--- src/rtl/ssfr_pkg.sv ---
`timescale 1ns / 1ps
`default_nettype none
// ----------------------------------------------------------------------------
// ssfr_pkg
// Shared types and constants for the fixed-length speed frame receiver.
// ----------------------------------------------------------------------------
package ssfr_pkg;

    localparam int unsigned BYTE_W     = 8;
    localparam int unsigned SPEED_W    = 16;
    localparam int unsigned NUM_SPEEDS = 4;
    localparam int unsigned BODY_COUNT = 8;
    localparam int unsigned BODY_IDX_W = 3;
    localparam int unsigned POS_W      = 4;
    localparam int unsigned CFG_IDX_W  = 2;

    localparam logic [POS_W-1:0] POS_BODY_FIRST = 4'd2;
    localparam logic [POS_W-1:0] POS_BODY_LAST  = 4'd9;
    localparam logic [POS_W-1:0] POS_TAIL       = 4'd11;

    localparam logic [BYTE_W-1:0] TYPE_BYTE_RESET = 8'h50;

    // Configuration register indexes.
    localparam logic [CFG_IDX_W-1:0] REG_HEADER = 2'd0;
    localparam logic [CFG_IDX_W-1:0] REG_TAIL   = 2'd1;
    localparam logic [CFG_IDX_W-1:0] REG_TYPE   = 2'd2;

    typedef enum logic [2:0] {
        PH_HEADER = 3'b001,
        PH_TYPE   = 3'b010,
        PH_BODY   = 3'b100
    } phase_t;

    typedef struct packed {
        logic [BYTE_W-1:0] header_byte;
        logic [BYTE_W-1:0] tail_byte;
        logic [BYTE_W-1:0] type_byte;
    } cfg_t;

    typedef struct packed {
        logic                      frame_ok;
        logic signed [SPEED_W-1:0] speed_one;
        logic signed [SPEED_W-1:0] speed_two;
        logic signed [SPEED_W-1:0] speed_three;
        logic signed [SPEED_W-1:0] speed_four;
    } result_t;

endpackage
`default_nettype wire

--- src/rtl/ssfr_byte_if.sv ---
`timescale 1ns / 1ps
`default_nettype none
// ----------------------------------------------------------------------------
// ssfr_byte_if
// Valid/ready channel that carries one received serial byte per request.
// ----------------------------------------------------------------------------
interface ssfr_byte_if;
    logic                         valid;
    logic                         ready;
    logic [ssfr_pkg::BYTE_W-1:0] rx_byte;

    modport source (output valid, output rx_byte, input ready);
    modport sink   (input valid, input rx_byte, output ready);
endinterface
`default_nettype wire

--- src/rtl/ssfr_result_if.sv ---
`timescale 1ns / 1ps
`default_nettype none
// ----------------------------------------------------------------------------
// ssfr_result_if
// Valid/ready channel that carries one frame result per request.
// ----------------------------------------------------------------------------
interface ssfr_result_if;
    logic                                 valid;
    logic                                 ready;
    logic                                 frame_ok;
    logic signed [ssfr_pkg::SPEED_W-1:0] speed_one;
    logic signed [ssfr_pkg::SPEED_W-1:0] speed_two;
    logic signed [ssfr_pkg::SPEED_W-1:0] speed_three;
    logic signed [ssfr_pkg::SPEED_W-1:0] speed_four;

    modport source (output valid, output frame_ok, output speed_one, output speed_two,
                    output speed_three, output speed_four, input ready);
    modport sink   (input valid, input frame_ok, input speed_one, input speed_two,
                    input speed_three, input speed_four, output ready);
endinterface
`default_nettype wire

--- src/rtl/ssfr_parser.sv ---
`timescale 1ns / 1ps
`default_nettype none
// ----------------------------------------------------------------------------
// ssfr_parser
// Frame state machine, body byte store and held speeds. Produces the result
// of the closing byte in the same cycle that byte is taken.
// ----------------------------------------------------------------------------
module ssfr_parser
(
    input  wire                          clk,
    input  wire                          rst_n,
    input  wire                          take,
    input  wire  [ssfr_pkg::BYTE_W-1:0]  rx_byte,
    input  ssfr_pkg::cfg_t               cfg,
    output logic                         res_valid,
    output ssfr_pkg::result_t            res
);

    ssfr_pkg::phase_t                 phase_reg, phase_next;
    logic [ssfr_pkg::POS_W-1:0]       pos_reg, pos_next;
    logic [ssfr_pkg::BYTE_W-1:0]      body_reg [ssfr_pkg::BODY_COUNT];
    logic [ssfr_pkg::SPEED_W-1:0]     held_reg [ssfr_pkg::NUM_SPEEDS];
    logic [ssfr_pkg::SPEED_W-1:0]     held_next [ssfr_pkg::NUM_SPEEDS];
    logic                             body_we;
    logic [ssfr_pkg::BODY_IDX_W-1:0]  body_idx;
    logic                             closing;
    logic                             tail_ok;

    assign body_idx = ssfr_pkg::BODY_IDX_W'(pos_reg - ssfr_pkg::POS_BODY_FIRST);
    assign tail_ok  = (rx_byte == cfg.tail_byte);

    always_comb
    begin
        phase_next = phase_reg;
        pos_next   = pos_reg;
        body_we    = 1'b0;
        closing    = 1'b0;
        unique case (phase_reg)
            ssfr_pkg::PH_TYPE:
            begin
                if (rx_byte == cfg.type_byte)
                begin
                    phase_next = ssfr_pkg::PH_BODY;
                    pos_next   = ssfr_pkg::POS_BODY_FIRST;
                end
                else
                begin
                    phase_next = ssfr_pkg::PH_HEADER;
                end
            end
            ssfr_pkg::PH_BODY:
            begin
                body_we = (pos_reg >= ssfr_pkg::POS_BODY_FIRST)
                       && (pos_reg <= ssfr_pkg::POS_BODY_LAST);
                if (pos_reg < ssfr_pkg::POS_TAIL)
                begin
                    pos_next = pos_reg + 1'b1;
                end
                else
                begin
                    closing    = 1'b1;
                    phase_next = ssfr_pkg::PH_HEADER;
                    pos_next   = '0;
                end
            end
            default:
            begin
                pos_next   = '0;
                phase_next = (rx_byte == cfg.header_byte) ? ssfr_pkg::PH_TYPE
                                                          : ssfr_pkg::PH_HEADER;
            end
        endcase
    end

    // Speeds are big-endian pairs of body bytes.
    always_comb
    begin
        for (int k = 0; k < ssfr_pkg::NUM_SPEEDS; k++)
        begin
            held_next[k] = held_reg[k];
            if (closing && tail_ok)
            begin
                held_next[k] = {body_reg[2*k], body_reg[2*k+1]};
            end
        end
    end

    always_ff @(posedge clk or negedge rst_n)
    begin
        if (!rst_n)
        begin
            phase_reg <= ssfr_pkg::PH_HEADER;
            pos_reg   <= '0;
            for (int k = 0; k < ssfr_pkg::NUM_SPEEDS; k++)
            begin
                held_reg[k] <= '0;
            end
        end
        else if (take)
        begin
            phase_reg <= phase_next;
            pos_reg   <= pos_next;
            for (int k = 0; k < ssfr_pkg::NUM_SPEEDS; k++)
            begin
                held_reg[k] <= held_next[k];
            end
        end
    end

    always_ff @(posedge clk)
    begin
        if (take && body_we)
        begin
            body_reg[body_idx] <= rx_byte;
        end
    end

    assign res_valid       = closing;
    assign res.frame_ok    = tail_ok;
    assign res.speed_one   = held_next[0];
    assign res.speed_two   = held_next[1];
    assign res.speed_three = held_next[2];
    assign res.speed_four  = held_next[3];

endmodule
`default_nettype wire

--- src/rtl/serial_speed_frame_receiver.sv ---
`timescale 1ns / 1ps
`default_nettype none
// A result appears in the output register in the cycle after the closing byte is taken.
// Throughput: one byte per cycle; the input stalls only while a result waits unread.
// The frame state machine and output register set this timing.
// Reset clears the frame state, held speeds and output valid; type_byte resets to 0x50,
// header_byte and tail_byte to zero.
// ----------------------------------------------------------------------------
// serial_speed_frame_receiver
// Finds 12-byte speed frames in a serial byte stream and reports four speeds.
// ----------------------------------------------------------------------------
module serial_speed_frame_receiver
(
    input  wire                              clk,
    input  wire                              rst_n,
    input  wire                              cfg_we,
    input  wire  [ssfr_pkg::CFG_IDX_W-1:0]   cfg_index,
    input  wire  [ssfr_pkg::BYTE_W-1:0]      cfg_data,
    ssfr_byte_if.sink                        rx,
    ssfr_result_if.source                    result
);

    ssfr_pkg::cfg_t     cfg_reg;
    logic               take;
    logic               res_valid;
    ssfr_pkg::result_t  res;
    logic               out_valid_reg;
    ssfr_pkg::result_t  out_reg;

    always_ff @(posedge clk or negedge rst_n)
    begin
        if (!rst_n)
        begin
            cfg_reg.header_byte <= '0;
            cfg_reg.tail_byte   <= '0;
            cfg_reg.type_byte   <= ssfr_pkg::TYPE_BYTE_RESET;
        end
        else if (cfg_we)
        begin
            unique case (cfg_index)
                ssfr_pkg::REG_HEADER: cfg_reg.header_byte <= cfg_data;
                ssfr_pkg::REG_TAIL:   cfg_reg.tail_byte   <= cfg_data;
                ssfr_pkg::REG_TYPE:   cfg_reg.type_byte   <= cfg_data;
                default:              cfg_reg             <= cfg_reg;
            endcase
        end
    end

    assign rx.ready = !out_valid_reg || result.ready;
    assign take     = rx.valid && rx.ready;

    ssfr_parser u_parser
    (
        .clk       (clk),
        .rst_n     (rst_n),
        .take      (take),
        .rx_byte   (rx.rx_byte),
        .cfg       (cfg_reg),
        .res_valid (res_valid),
        .res       (res)
    );

    always_ff @(posedge clk or negedge rst_n)
    begin
        if (!rst_n)
        begin
            out_valid_reg <= 1'b0;
        end
        else if (take && res_valid)
        begin
            out_valid_reg <= 1'b1;
        end
        else if (result.ready)
        begin
            out_valid_reg <= 1'b0;
        end
    end

    always_ff @(posedge clk)
    begin
        if (take && res_valid)
        begin
            out_reg <= res;
        end
    end

    assign result.valid       = out_valid_reg;
    assign result.frame_ok    = out_reg.frame_ok;
    assign result.speed_one   = out_reg.speed_one;
    assign result.speed_two   = out_reg.speed_two;
    assign result.speed_three = out_reg.speed_three;
    assign result.speed_four  = out_reg.speed_four;

endmodule
`default_nettype wire

--- src/flat_wrapper.sv ---
// flat-port wrapper written by rule: the top's interface ports become plain ports
module serial_speed_frame_receiver_flat 
  (clk, rst_n, cfg_we, cfg_index, cfg_data, rx_valid, rx_rx_byte, rx_ready, result_valid, result_frame_ok, result_speed_one, result_speed_two, result_speed_three, result_speed_four, result_ready);
  ssfr_byte_if rx_i ();
  ssfr_result_if result_i ();
  input  wire clk;
  input  wire rst_n;
  input  wire cfg_we;
  input  wire  [ssfr_pkg::CFG_IDX_W-1:0] cfg_index;
  input  wire  [ssfr_pkg::BYTE_W-1:0] cfg_data;
  input wire logic [$bits(rx_i.valid)-1:0] rx_valid;
  input wire logic [$bits(rx_i.rx_byte)-1:0] rx_rx_byte;
  output wire logic [$bits(rx_i.ready)-1:0] rx_ready;
  output wire logic [$bits(result_i.valid)-1:0] result_valid;
  output wire logic [$bits(result_i.frame_ok)-1:0] result_frame_ok;
  output wire logic [$bits(result_i.speed_one)-1:0] result_speed_one;
  output wire logic [$bits(result_i.speed_two)-1:0] result_speed_two;
  output wire logic [$bits(result_i.speed_three)-1:0] result_speed_three;
  output wire logic [$bits(result_i.speed_four)-1:0] result_speed_four;
  input wire logic [$bits(result_i.ready)-1:0] result_ready;
  assign rx_i.valid = rx_valid;
  assign rx_i.rx_byte = rx_rx_byte;
  assign rx_ready = rx_i.ready;
  assign result_valid = result_i.valid;
  assign result_frame_ok = result_i.frame_ok;
  assign result_speed_one = result_i.speed_one;
  assign result_speed_two = result_i.speed_two;
  assign result_speed_three = result_i.speed_three;
  assign result_speed_four = result_i.speed_four;
  assign result_i.ready = result_ready;
  serial_speed_frame_receiver u_core (.clk(clk), .rst_n(rst_n), .cfg_we(cfg_we), .cfg_index(cfg_index), .cfg_data(cfg_data), .rx(rx_i), .result(result_i));
endmodule
--- config.mk ---
export PLATFORM = sky130hd
export DESIGN_NAME = serial_speed_frame_receiver_flat
export DESIGN_NICKNAME = d
export VERILOG_FILES = /design/src/rtl/ssfr_pkg.sv /design/src/rtl/ssfr_byte_if.sv /design/src/rtl/ssfr_result_if.sv /design/src/rtl/ssfr_parser.sv /design/src/rtl/serial_speed_frame_receiver.sv /design/src/flat_wrapper.sv
export SDC_FILE = /design/constraint.sdc
export NUM_CORES = 1
export LEC_CHECK = 0
export BUFFER_PORTS_ARGS = -buffer_cell sky130_fd_sc_hd__buf_2
export CAP_MARGIN = 5
export CORE_ASPECT_RATIO = 1.4
export CORE_MARGIN = 3
export CORE_UTILIZATION = 58
export DETAILED_ROUTE_END_ITERATION = 8
export PLACE_DENSITY = 0.89
export SLEW_MARGIN = 0
export SYNTH_ARGS = -nofsm -noshare
export SYNTH_HDL_FRONTEND = slang
export SYNTH_SLANG_ARGS = --single-unit
export TNS_END_PERCENT = 1
--- constraint.sdc ---
create_clock -name clk -period 3.77 [get_ports clk]
set_clock_uncertainty 0.15 [all_clocks]
set_input_delay 0.377 -clock clk [delete_from_list [all_inputs] [get_ports clk]]
set_output_delay 0.377 -clock clk [all_outputs]
set_load 0.01 [all_outputs]
==> summary.txt, run 1 <==
Placed Area = 9450 sq um
Synth Warn # = 0
clock latency on the worst-skew pair = 0.49 ns
num ports = 90
antenna viol nets, final = 0
Relative slew margins = 35.9%
syn_area_per_cell = 17.9 sq um
vias in the first global route = 4978
DP HPWL = 10900 um
routed len/inst = 21.5 um
initial antenna violation count = 0
Yosys cell types = 35
layout cell share with drive strength beyond 1 = 46.8%
hold_sp = cfg_data[2]
minimum clock period = 3.03 ns
final cell count without fillers = 806
Routability Congestion = 0.816
Reg area = 6280 sq um
Die Wd = 110 um
# H-tree levels = 1
hold_ws = 0.0130 ns
commonest non-fill, non-tap cell in the layout = mux2_2
RSZ-0062 raised after global routing = no
final setup vio count = 0
CP arrival = 3.25 ns
CTS resizes = 0
Pins Over Slew Limit = 0
Design Area, Final = 10100 sq um
Final period util = 80.5%
startpoint types = flip-flop
core area = 14600 sq um
post-synthesis cell area = 8770 sq um
fin nets = 630
std cell rows = 52
outcome = finished clean
kind of critical path = reg2reg
die area = 16600 sq um
number of buffers created by CTS = 20
most frequent cells in the layout = mux2_2 (148), edfxtp_1 (129), dfrtp_1 (93)
ANT cells = 0
CTS tree = done
1st-pass router iterations = 6
Leak = 4.26 nW
I/O Buffers = 89
Post-Synthesis Net Count = 518
Vias/cell = 5.71
Critical Path Source = u_core.u_parser.pos_reg[1]
Root Driver = clkbuf_16
Hold/Removal Path Class = in2reg
Crit. End Element = flip-flop
Die Ht = 151 um
Layout fillers = 921
CTS clk-pin slew, worst paths = 0.07 ns
Least-Margin Pin Slew = 0.961 ns
vias = 4602
CP max FO = 37
Clock Path Buffers = 3
area grow syn2layout = 15.3%
pwr dens = 476 nW/um^2
Fin. Hold Viols = 0
wirelength, routed = 17300 um
Post-CTS Setup Inserts = 0
maximum VDD drop = 0.319 mV
largest net degree at the start of global routing = 73
gr usage total = 21.3%
fmax = 330 MHz
Gate Count Post-Synth = 491
DRC errors left = 0
flops & latches, synth = 225
CTS sink count = 225
Final TNS setup = 0 ns
Starting Density = 59.9%
total grt overflow = 0
WP data required = 3.99 ns
DRT iter0 DRCs = 282
register area share after synthesis = 71.6%
number of max-cap violations = 0
Cells after DPL = 767
Worst R2R Start = u_core.u_parser.pos_reg[1]
first-pass GRT wire length = 26600 um
multi-input gate area in the final layout = 2370 sq um
cell usage after synthesis, drive strengths merged:
cell,n,area [sq um]
a21o,1,7.51
a21oi,4,20.0
a22o,1,8.76
a311oi,3,26.3
a31oi,3,18.8
a32o,1,10.0
a41oi,1,8.76
and2,1,6.26
buf,6,67.6
clkbuf,10,37.5
dfrtp,93,2330
dfstp,3,78.8
edfxtp,129,3870
ha,4,50.1
inv,5,18.8
mux2,152,1710
nand2,8,30.0
nand2b,2,12.5
nand3,4,20.0
nand3b,2,15.0
nand4,7,43.8
nor2,10,37.5
nor3,5,36.3
nor3b,2,15.0
nor4,2,12.5
o21a,1,7.51
o21ai,2,10.0
o21bai,1,7.51
or3b,2,17.5
or4,1,7.51
or4b,1,13.8
xnor2,24,210
where the power goes:
part | internal (mW) | total [mW] | switching (mW) | leakage [nW]
combinational | 0.0967 | 0.197 | 0.100 | 1.49
sequential | 2.65 | 2.69 | 0.0395 | 2.46
clock | 1.08 | 1.92 | 0.843 | 0.308
per-layer routing:
layer | global-route usage (%) | vias up | routed length [um]
li1 | - | 2064 | -
met1 | 26.2 | 2315 | 6540
met2 | 36.1 | 163 | 8920
met3 | 3.35 | 60 | 994
met4 | 11.5 | 0 | 852
met5 | 0 | - | 0
logic make-up after synthesis:
| group | Yosys count | synth area share [%] |
|---|---|---|
| buffers and inverters | 21 | 1.41 |
| DFF | 225 | 71.6 |
| xor gates and xnor gates | 24 | 2.40 |
| adders and majority gates | 4 | 0.571 |
| and+or+nand+nor | 47 | 3.05 |
| muxes | 152 | 19.5 |
| AOI/OAI and AO/OA | 18 | 1.43 |
metrics by stage:
stage                     total power [mW]  setup WS [ns]  util [%]
after floorplan                       2.84          0.555         -
after global placement                2.92          0.928      64.6
after detailed placement              2.93          0.815      64.6
after CTS                             4.84          0.758      69.0
after global routing                  4.96          0.632      69.0
final                                 4.81          0.736      69.0
critical path, stage by stage (launching register included):
cell	delay (ns)
dfrtp_1	0.54
ha_1	0.28
o21ai_0	0.23
or4b_4	0.60
nor3_4	0.18
buf_4	0.47
mux2_2	0.43
cell type report:
class / instances / share of cell area [%]
clock buffer: 28 / 5.76
clock inverter: 8 / 0.396
inverter: 5 / 0.186
multi-input combinational: 245 / 23.4
sequential: 225 / 62.1
tap: 189 / 2.34
timing repair buffer: 106 / 5.77
timing repair:
action	in CTS	in global routing
setup endpoints to repair	0	0
endpoints found under the hold margin	72	0
hold buffers	3	0
path summary, 6_finish.rpt:
path | to | slack [ns] | cells past startpoint
hold reg to reg | u_core.u_parser.held_reg[12] | 0.35 | 1
setup / recovery | u_core.u_parser.held_reg[19] | 0.74 | 6
min in group asynchronous | u_core.u_parser.held_reg[6] | 0.42 | 2
setup reg to reg | u_core.u_parser.held_reg[19] | 0.74 | 6
hold / removal | u_core.cfg_reg[10] | 0.01 | 2
max in group asynchronous | u_core.u_parser.held_reg[21] | 2.22 | 3
Note: power is estimated with default switching activity, not from simulation.
==> run 2, diff against run 1 <==
==> constraint.sdc (replaced) <==
create_clock -name clk -period 3.15 [get_ports clk]
set_clock_uncertainty 0.15 [all_clocks]
set_input_delay 0.315 -clock clk [delete_from_list [all_inputs] [get_ports clk]]
set_output_delay 0.315 -clock clk [all_outputs]
set_load 0.01 [all_outputs]
==> summary.txt, run 2 (same netlist as run 1, synthesis figures left out) <==
vias = 4700 (+2.1%)
ANT cells = 0 (unchanged)
clock latency on the worst-skew pair = 0.49 ns (about the same)
Leak = 4.29 nW (+0.68%)
Crit. End Element = flip-flop
# H-tree levels = 1 (unchanged)
Least-Margin Pin Slew = 0.780 ns (-0.181 ns)
Die Wd = 110 um (unchanged)
most frequent cells in the layout = mux2_2 (148), edfxtp_1 (129), dfrtp_1 (93)
kind of critical path = reg2reg
area grow syn2layout = 16.5%
maximum VDD drop = 0.467 mV (+47%)
total grt overflow = 0 (unchanged)
# hold bufs at CTS = 9 (+6)
final cell count without fillers = 814 (+0.99%)
Final period util = 90.4% (+9.9 points)
Clock Path Buffers = 3 (unchanged)
outcome = finished clean
1st-pass router iterations = 4 (-2)
wirelength, routed = 17500 um (+0.92%)
std cell rows = 52 (unchanged)
initial antenna violation count = 0 (unchanged)
Post-CTS Setup Inserts = 0 (unchanged)
CP arrival = 3.06 ns (-0.19 ns)
final setup vio count = 0 (unchanged)
number of max-cap violations = 0 (unchanged)
first-pass GRT wire length = 27100 um (+2.0%)
minimum clock period = 2.85 ns (-0.187 ns)
total power = 5.73 mW (+19%)
number of buffers created by CTS = 21 (+5.0%)
Relative slew margins = 47.8% (+12 points)
Pins Over Slew Limit = 0 (unchanged)
DRT iter0 DRCs = 318 (+13%)
Final Core Density = 69.8% (+0.77 points)
pwr dens = 561 nW/um^2 (+18%)
RSZ-0062 raised after global routing = no
WP data required = 3.37 ns (-0.62 ns)
commonest non-fill, non-tap cell in the layout = mux2_2
antenna viol nets, final = 0 (unchanged)
gr usage total = 21.6% (+0.28 points)
Fin. Hold Viols = 0 (unchanged)
CTS clk-pin slew, worst paths = 0.07 ns (about the same)
routed len/inst = 21.5 um (about the same)
Vias/cell = 5.77 (+1.1%)
fmax = 351 MHz (+6.6%)
fin nets = 639 (+1.4%)
layout cell share with drive strength beyond 1 = 46.2% (-0.60 points)
die area = 16600 sq um (unchanged)
CTS sink count = 225 (unchanged)
startpoint types = flip-flop
largest net degree at the start of global routing = 56 (-23%)
CTS resizes = 0 (unchanged)
CP max FO = 50 (+35%)
Starting Density = 59.9% (unchanged)
vias in the first global route = 4933 (-0.90%)
I/O Buffers = 89 (unchanged)
Hold/Removal Path Class = in2reg
core area = 14600 sq um (unchanged)
CTS tree = done
Final TNS setup = 0 ns (unchanged)
Die Ht = 151 um (unchanged)
num ports = 90 (unchanged)
DP HPWL = 11300 um (+3.6%)
DRC errors left = 0 (unchanged)
Cells after DPL = 769 (+0.26%)
Routability Congestion = 0.835 (+2.4%)
Root Driver = clkbuf_16
==> run 2: changes by cell type in the layout (fill, tap and decap cells not counted), moves of 2 or more <==
| cell | before | now |
|---|---|---|
| buf_12 | 0 | 4 |
| clkbuf_8 | 3 | 1 |
| buf_4 | 15 | 13 |
| dlygate4sd3_1 | 3 | 9 |
==> run 2: layout make-up <==
type / count / area (sq um)
flip-flops and latches: 225 / 6280
fillers: 910 / 4420
multi-input cells: 245 / 2370
repair buffers: 114 / 708
clock buffers: 27 / 558
well taps: 189 / 236
clock inverters: 9 / 47.5
inverters: 5 / 22.5
==> run 2: power breakdown <==
group	total [mW]	leakage (nW)	internal [mW]	switching, mW
Clock	2.27	0.296	1.25	1.02
Combinational	0.245	1.53	0.123	0.121
Sequential	3.22	2.46	3.17	0.0479
Total	5.73	4.29	4.54	1.19
==> run 2: critical path: stages, from the launching register on <==
cell,delay (ns)
dfrtp_1,0.52
ha_1,0.28
o21ai_0,0.24
or4b_4,0.62
nor3_4,0.19
buf_12,0.30
mux2_2,0.38
==> run 2: through the flow <==
| step | hold WS [ns] | worst slack, ns | instance area [sq um] |
|---|---|---|---|
| 2_1_floorplan | -0.131 | 0.477 | 8770 |
| 3_3_place_gp | 0.205 | 0.395 | 9520 |
| 3_5_place_dp | 0.217 | 0.333 | 9520 |
| 4_1_cts | 0.0553 | 0.339 | 10200 |
| 5_1_grt | 0.0875 | 0.237 | 10200 |
| 6_report | 0.0741 | 0.303 | 10200 |
==> run 2: final timing paths <==
check | from | endpoint | slack, ns | cells after the start
min in group asynchronous | rst_n | u_core.u_parser.held_reg[5] | 0.22 | 2
max in group asynchronous | rst_n | u_core.cfg_reg[4] | 1.85 | 3
setup / recovery | u_core.u_parser.pos_reg[1] | u_core.u_parser.held_reg[46] | 0.30 | 6
hold / removal | rx_valid | u_core.u_parser.phase_reg[1] | 0.07 | 3
hold reg to reg | u_core.u_parser.held_reg[14] | u_core.u_parser.held_reg[14] | 0.35 | 1
setup reg to reg | u_core.u_parser.pos_reg[1] | u_core.u_parser.held_reg[46] | 0.30 | 6
==> run 2: layer usage <==
layer  vias to the layer above  GRT usage (%)  routed length (um)
li1                       2086              -                   -
met1                      2384           27.0                6810
met2                       172           37.9                9220
met3                        58           3.65                 838
met4                         0           7.61                 597
met5                         -              0                   0
